<file path="config.mk">
export PLATFORM = sky130hd
export DESIGN_NAME = fbfr_front
export DESIGN_NICKNAME = d
export VERILOG_FILES = /design/src/hw/rtl/fbfr_pkg.sv /design/src/hw/rtl/fbfr_front.sv
export SDC_FILE = /design/constraint.sdc
export NUM_CORES = 1
export LEC_CHECK = 0
export ABC_AREA = 1
export BUFFER_PORTS_ARGS = -buffer_cell sky130_fd_sc_hd__buf_2
export CAP_MARGIN = 20
export CORE_ASPECT_RATIO = 1.2
export CORE_UTILIZATION = 45
export CTS_CLUSTER_DIAMETER = 150
export CTS_CLUSTER_SIZE = 10
export DETAILED_ROUTE_END_ITERATION = 8
export GPL_TIMING_DRIVEN = 0
export HOLD_SLACK_MARGIN = 0.02
export PLACE_DENSITY = 0.7
export SLEW_MARGIN = 30
export SYNTH_ARGS = -nofsm -noshare
export SYNTH_HDL_FRONTEND = slang
export SYNTH_SLANG_ARGS = --single-unit
</file>
<file path="constraint.sdc">
create_clock -name clk -period 5.6 [get_ports clk]
set_input_delay 1.12 -clock clk [delete_from_list [all_inputs] [get_ports clk]]
set_output_delay 1.12 -clock clk [all_outputs]
set_load 0.05 [all_outputs]
</file>
<file path="src/hw/rtl/fbfr_pkg.sv">
// Shared types and constants for the frame bit-field reader.
`timescale 1ns / 1ps

package fbfr_pkg;

    localparam int WORD_W      = 32;
    localparam int FIELD_W     = 16;
    localparam int FLEN_W      = 12;
    localparam int CNT_W       = 5;
    localparam int POS_W       = 5;
    localparam int SUM_W       = 6;

    // request codes on req_type
    localparam logic REQ_LOAD  = 1'b0;
    localparam logic REQ_READ  = 1'b1;

    localparam logic [FIELD_W-1:0] FIELD_MASK     = 16'hFFFF;
    localparam logic [SUM_W-1:0]   WORD_BITS      = 6'd32;
    localparam logic [SUM_W-1:0]   STRADDLE_BITS  = 6'd48;
    localparam logic [CNT_W-1:0]   MAX_COUNT      = 5'd16;

    // one classified request as it travels from the front to the back
    typedef struct packed {
        logic                 is_read;
        logic [WORD_W-1:0]    data;
        logic                 start;
        logic [FLEN_W-1:0]    bytes;
        logic [CNT_W-1:0]     nbits;   // clamped to 0..16
    } item_t;

endpackage

</file>
<file path="src/hw/rtl/fbfr_front.sv">
// Front end: accepts request words, classifies them, and queues them for the back end.
`timescale 1ns / 1ps

module fbfr_front
(
    input  logic                          clk,
    input  logic                          rst_n,
    input  logic                          push,
    output logic                          full,
    input  logic                          req_type,
    input  logic [fbfr_pkg::WORD_W-1:0]   word_data,
    input  logic                          frame_start,
    input  logic [fbfr_pkg::FLEN_W-1:0]   frame_bytes,
    input  logic [fbfr_pkg::CNT_W-1:0]    bit_count,
    output logic                          item_valid,
    output fbfr_pkg::item_t               item,
    input  logic                          item_pop
);

    fbfr_pkg::item_t slot_reg [2];
    logic            wr_ptr_reg, wr_ptr_next;
    logic            rd_ptr_reg, rd_ptr_next;
    logic [1:0]      count_reg, count_next;
    fbfr_pkg::item_t in_item;
    logic            do_push;
    logic            do_pop;

    // classify the incoming word; oversize bit counts clamp to 16
    always_comb
    begin
        in_item.is_read = (req_type == fbfr_pkg::REQ_READ);
        in_item.data    = word_data;
        in_item.start   = frame_start;
        in_item.bytes   = frame_bytes;
        in_item.nbits   = (bit_count > fbfr_pkg::MAX_COUNT) ? fbfr_pkg::MAX_COUNT : bit_count;
    end

    assign full       = (count_reg == 2'd2);
    assign item_valid = (count_reg != 2'd0);
    assign item       = slot_reg[rd_ptr_reg];
    assign do_push    = push && !full;
    assign do_pop     = item_pop && item_valid;

    // queue pointers and fill count
    always_comb
    begin
        wr_ptr_next = do_push ? ~wr_ptr_reg : wr_ptr_reg;
        rd_ptr_next = do_pop  ? ~rd_ptr_reg : rd_ptr_reg;
        count_next  = count_reg;
        if (do_push && !do_pop)
        begin
            count_next = count_reg + 2'd1;
        end
        else if (!do_push && do_pop)
        begin
            count_next = count_reg - 2'd1;
        end
    end

    always_ff @(posedge clk or negedge rst_n)
    begin
        if (!rst_n)
        begin
            wr_ptr_reg <= 1'b0;
            rd_ptr_reg <= 1'b0;
            count_reg  <= 2'd0;
        end
        else
        begin
            wr_ptr_reg <= wr_ptr_next;
            rd_ptr_reg <= rd_ptr_next;
            count_reg  <= count_next;
        end
    end

    // queue storage
    always_ff @(posedge clk)
    begin
        if (do_push)
        begin
            slot_reg[wr_ptr_reg] <= in_item;
        end
    end

endmodule

</file>
==> results of run 1 <==
==> per-stage QoR <==
step                      std cells  power [W]
final                           552   0.003147
after global routing            552   0.003320
after CTS                       552   0.003185
after detailed placement        536   0.002691
after global placement          533   0.002642
after floorplan                 309   0.002303
==> synth_stat cells <==
| library cell | count |
|---|---|
| inv_6 | 1 |
| nand3_1 | 3 |
| inv_2 | 1 |
| dfrtp_1 | 4 |
| a21oi_1 | 4 |
| buf_4 | 5 |
| ha_1 | 1 |
| nand2_2 | 3 |
| buf_6 | 6 |
| nor2_4 | 1 |
| o21ai_0 | 1 |
| nor2_2 | 1 |
| edfxtp_1 | 102 |
| nor2_1 | 2 |
| inv_1 | 10 |
| xnor2_1 | 1 |
| nand4_1 | 1 |
| clkbuf_1 | 1 |
| nand2_1 | 161 |
==> area by class of cell <==
cell class                 instances  share of cell area [%]
multi-input combinational        179                   14.40
buffer                            12                   2.168
timing repair buffer             110                   12.16
inverter                          12                   1.047
sequential                       106                   63.00
tap                              117                   2.916
clock buffer                       9                   2.467
clock inverter                     7                   1.844
==> worst max-delay path, stage by stage (launching register included) <==
cell     delay, ns
dfrtp_1       0.38
buf_6         0.14
inv_6         0.10
buf_6         0.15
nand2_1       0.06
nand2_1       0.07
buf_2         0.26
==> path summary, 6_finish.rpt <==
path                                     startpoint                        end  slack (ns)  cells past startpoint
max reg2reg                count_reg[1]$_DFFE_PN0P_  slot_reg[1][13]$_DFFE_PP_        3.96                      4
min in group asynchronous                     rst_n     wr_ptr_reg$_DFFE_PN0P_        0.56                      1
max in group asynchronous                     rst_n   count_reg[1]$_DFFE_PN0P_        4.92                      1
min reg2reg                  wr_ptr_reg$_DFFE_PN0P_     wr_ptr_reg$_DFFE_PN0P_        0.49                      2
max                          rd_ptr_reg$_DFFE_PN0P_                   item[47]        2.97                      6
min                          wr_ptr_reg$_DFFE_PN0P_     wr_ptr_reg$_DFFE_PN0P_        0.49                      2
==> power groups by stage <==
stage / Clock (W) / Sequential (W) / Combinational (W)
after global routing: 0.000533 / 0.00114 / 0.00164
after CTS: 0.000510 / 0.00113 / 0.00155
after global placement: 0 / 0.00116 / 0.00149
after floorplan: 0 / 0.00114 / 0.00116
after detailed placement: 0 / 0.00114 / 0.00155
final: 0.000495 / 0.00113 / 0.00153
==> kinds of logic (layout without fill, tap and decap cells) <==
| logic type | Yosys count | count (layout) |
|---|---|---|
| AOI/OAI and AO/OA | 5 | 5 |
| xor gates and xnor gates | 1 | 1 |
| adders and majority gates | 1 | 1 |
| buffers and inverters | 24 | 150 |
| DFF | 106 | 106 |
| and+or+nand+nor | 172 | 172 |
==> per-layer routing <==
layer,share of wire [%],vias up,track usage (%)
li1,-,1269,-
met1,42,1152,18.07
met2,50,68,26.48
met3,5.4,13,5.403
met4,1.8,0,5.415
met5,0,-,0
==> flow_summary.yaml, run 1 <==
clocking:
  postCtsSetupBuffers: 0
  clk_latency_ns: 0.35
  cts_sinks: 106
  cts.repair.resized: 0
  root_buffer: "clkbuf_8"
  htreeDepth: 3
  cts_tree: "built"
  cts_buffers: 9
  clk_pin_slew_ns: 0.10
  ctsHoldBuffers: 0
  cts_buffer_depth: 2
detailed_routing:
  vias_per_cell: 4.533
  firstDrtPassIters: 4
  drt_iter0_markers: 105
  vias: 2502
  post-route-drc-count: 0
  finalWirelength_um: 7074
  post_drt_wl_per_cell_um: 12.82
  drt.antenna.violating_nets: 0
cells_and_area:
  drive_above_1_share_pct: 33.10
  layout.nets: 486
  multi_input_area_um2: 723.2
  antenna_cells: 0
  area_growth_pct: 24.36
  layout_commonest_cell: "nand2_1"
  fillers: 735
  postLayoutCellArea_mm2: 0.005021
  fin_util_pct: 58.00
  regArea_mm2: 0.003163
  final_cell_mix: "161 x nand2_1, 107 x buf_2, 102 x edfxtp_1"
  largest_reg_flops: 102
sta:
  report.final.setup_viol: 0
  skew_ns: 0.01108
  timing.setup.tns_ns: 0
  slew_headroom_pct: 69.21
  hold_viol: 0
  layout_min_cycle_time_ns: 2.631
  setup_slack_ns: 2.969
  rsz0062_at_grt: "false"
  period_share_pct: 46.98
  fin_hold_ws_ns: 0.4940
  maxSlewViolCount: 0
  fmax_mhz: 380.1
  tightestPinTransition_ns: 0.4607
placement:
  place_ws_ns: 3.246
  portBuffers: 107
  postPlaceCellArea_mm2: 0.004805
  place.gp.congestion: 0.6804
  dp_hpwl_um: 4951
synth:
  yosys.area_share.adder_pct: 0.3099
  synth_simple_gate_area_share_pct: 16.58
  synth_seq_area_share_pct: 78.34
  synth_top_area_share_pct: 75.86
  synthMuxAreaShare_pct: 0
  ys_warn_count: 0
  synth_cell_types: 19
  synth_area_leaders: "edfxtp_1 76%, nand2_1 15%, dfrtp_1 2.5%, buf_6 1.7%, buf_4 0.93%"
  mappedNetlistArea_mm2: 0.004038
  synth-compound-area-share_pct: 0.6198
  ys_ff_latch: 106
  yosysTopAreaCell: "edfxtp_1"
  syn-num-nets: 365
  synth_cells: 309
  syn_avg_cell_area_um2: 13.07
  synth_top_family_by_area: "simple AND/OR/NAND/NOR gates"
  synthXorXnorAreaFrac_pct: 0.2169
worst_hold_path:
  hp-class: "reg2reg"
global_routing:
  gr-total-overflow: 0
  grt_pass1_vias: 2387
  antenna_found_initial: 0
  track_usage_pct: 15.60
  grt_pass1_wl_um: 10780
  grt_max_degree: 27
power:
  clockPowerShare_pct: 15.7
  p_sw_w: 0.001461
  comb_power_share_pct: 48.5
  power-per-cell-area_mw_per_mm2: 626.7
  vdd_drop_max_uv: 375.9
  p_leak_nw: 2.202
  p_int_w: 0.001686
  p_seq_share_pct: 35.8
  swShare_pct: 46.43
setup_path:
  setup.worst_path.end_class: "output port"
  required_ns: 4.48
  path_class: "reg2out"
  worstPathMaxFanout: 10
  startpoint_type: "flip-flop"
  worstPathArrival_ns: 1.51
die:
  start_util_pct: 46.64
  coreArea_mm2: 0.008657
  die_w_um: 88.47
  num_rows: 37
  io_pins: 108
  dieArea_mm2: 0.009357
  die_h_um: 105.8
run_status:
  status: "complete, no violations"
flow_run:
  cap_violations: 0
Power figures use the tool's default switching activity.
==> run 2: changes to the inputs <==
--- a/config.mk
+++ b/config.mk
@@ -15,7 +15,7 @@
 export DETAILED_ROUTE_END_ITERATION = 8
 export GPL_TIMING_DRIVEN = 0
 export HOLD_SLACK_MARGIN = 0.02
-export PLACE_DENSITY = 0.7
+export PLACE_DENSITY = 0.73
 export SLEW_MARGIN = 30
 export SYNTH_ARGS = -nofsm -noshare
 export SYNTH_HDL_FRONTEND = slang
==> constraint.sdc (replaced) <==
create_clock -name clk -period 2.13 [get_ports clk]
set_input_delay 0.426 -clock clk [delete_from_list [all_inputs] [get_ports clk]]
set_output_delay 0.426 -clock clk [all_outputs]
set_load 0.05 [all_outputs]
==> flow_summary.yaml, run 2 (synthesized netlist as in run 1, its figures left out) <==
run_status:
  status: "complete, no violations"
detailed_routing:
  vias_per_cell: 4.613
  drt_iter0_markers: 145
  drt.antenna.violating_nets: 0
  vias: 2551
  post_drt_wl_per_cell_um: 13.16
  post-route-drc-count: 0
  finalWirelength_um: 7275
  firstDrtPassIters: 4
cells_and_area:
  drive_above_1_share_pct: 33.26
  postLayoutCellArea_mm2: 0.005039
  area_growth_pct: 24.79
  largest_reg_flops: 102
  antenna_cells: 0
  fillers: 682
  fin_cells: 553
  final_cell_mix: "161 x nand2_1, 107 x buf_2, 102 x edfxtp_1"
  layout_commonest_cell: "nand2_1"
  layout.nets: 487
die:
  die_h_um: 105.8
  die_w_um: 88.47
  dieArea_mm2: 0.009357
  coreArea_mm2: 0.008657
  start_util_pct: 46.64
  num_rows: 37
  io_pins: 108
global_routing:
  grt_max_degree: 27
  grt_pass1_vias: 2494
  gr-total-overflow: 0
  grt_pass1_wl_um: 11210
  track_usage_pct: 16.50
  antenna_found_initial: 0
sta:
  skew_ns: 0.01114
  setup_slack_ns: 0.1773
  hold_viol: 0
  layout_min_cycle_time_ns: 1.953
  tightestPinTransition_ns: 0.5954
  period_share_pct: 91.67
  report.final.setup_viol: 0
  fmax_mhz: 512.1
  maxSlewViolCount: 0
  slew_headroom_pct: 60.23
  rsz0062_at_grt: "false"
setup_path:
  path_class: "reg2out"
  crit_chain: "buf_6, inv_6, buf_6, nand2_1, nand2_1, buf_2"
  required_ns: 1.70
  setup.worst_path.end_class: "output port"
  cp_slowest_stage_delay_ns: 0.38
  path_delay_family: "buffers and inverters"
  startpoint_type: "flip-flop"
  cp_num_buf_inv: 4
  crit_slowest_cell: "dfrtp_1"
  worstPathArrival_ns: 1.53
  worstPathMaxFanout: 10
power:
  p_leak_nw: 2.203
  p_sw_w: 0.003877
  vdd_drop_max_uv: 681.7
  p_seq_share_pct: 35.7
  total_power_w: 0.008316
  p_int_w: 0.004439
  power-per-cell-area_mw_per_mm2: 1651
  swShare_pct: 46.62
  clockPowerShare_pct: 15.8
  comb_power_share_pct: 48.5
placement:
  postPlaceCellArea_mm2: 0.004811
  dp_hpwl_um: 4990
  place_ws_ns: 0.1931
  dpl.cell_count: 536
  portBuffers: 107
  place.gp.congestion: 0.7305
worst_hold_path:
  hp-class: "in2reg"
clocking:
  clk_pin_slew_ns: 0.10
  cts_tree: "built"
  cts_buffer_depth: 2
  root_buffer: "clkbuf_8"
  cts_sinks: 106
  cts_buffers: 9
  clk_latency_ns: 0.37
  htreeDepth: 3
flow_run:
  cap_violations: 0
==> run 2: cell count changes in the layout (fill, tap and decap cells not counted) <==
cell,before,now
nor2_2,1,0
clkinv_1,2,1
inv_4,1,0
nor2_4,2,3
clkinv_4,1,2
dlygate4sd3_1,0,1
clkinvlp_4,1,2
inv_6,2,1
clkinv_2,0,1
==> run 2: worst paths after layout <==
path | slack [ns] | to | startpoint | cells past startpoint
worst min-delay path | 0.24 | slot_reg[1][10]$_DFFE_PP_ | frame_bytes[5] | 1
min in group asynchronous | 0.38 | count_reg[0]$_DFFE_PN0P_ | rst_n | 2
max in group asynchronous | 1.62 | wr_ptr_reg$_DFFE_PN0P_ | rst_n | 2
worst max register to register | 0.24 | slot_reg[0][34]$_DFFE_PP_ | count_reg[0]$_DFFE_PN0P_ | 5
worst max-delay path | 0.18 | item[48] | rd_ptr_reg$_DFFE_PN0P_ | 6
worst min register to register | 0.53 | count_reg[1]$_DFFE_PN0P_ | count_reg[1]$_DFFE_PN0P_ | 2
==> run 2: layer usage <==
| metal | share of wire (%) | vias to the layer above | track usage, % |
|---|---|---|---|
| li1 | - | 1275 | - |
| met1 | 40 | 1185 | 17.59 |
| met2 | 53 | 80 | 29.12 |
| met3 | 5.1 | 11 | 4.072 |
| met4 | 2.2 | 0 | 9.101 |
| met5 | 0 | - | 0 |
==> run 2: per-stage QoR <==
step                utilization, %  hold WS [ns]  setup TNS, ns
floorplan                        -        0.1304              0
finish                       58.20        0.2403              0
global placement             54.70        0.2342         -17.48
CTS                          58.20        0.2259              0
detailed placement           55.57        0.2382              0
global route                 58.20        0.2230              0
==> run 2: final cells by class <==
cell class	count	area, µm²	share of cell area, %
buffer	12	108.9	2.160
inverter	12	53.80	1.068
clock inverter	7	93.84	1.862
timing repair buffer	111	620.6	12.32
sequential	106	3163	62.78
tap	117	146.4	2.905
multi-input combinational	179	728.2	14.45
clock buffer	9	123.9	2.458
==> run 2: what timing repair did <==
item	4_1_cts	5_1_grt
endpoints found under the setup margin	0	0
setup buffers	0	0
hold buffers	1	0
hold endpoints to repair	4	0
resized for setup	0	0
==> run 2: power by group through the flow <==
stage               combinational, W  sequential [W]  clock [W]
floorplan                    0.00307         0.00299          0
global placement             0.00393         0.00301          0
detailed placement           0.00408         0.00302          0
CTS                          0.00409         0.00297    0.00135
global route                 0.00434         0.00301    0.00142
finish                       0.00403         0.00297    0.00132
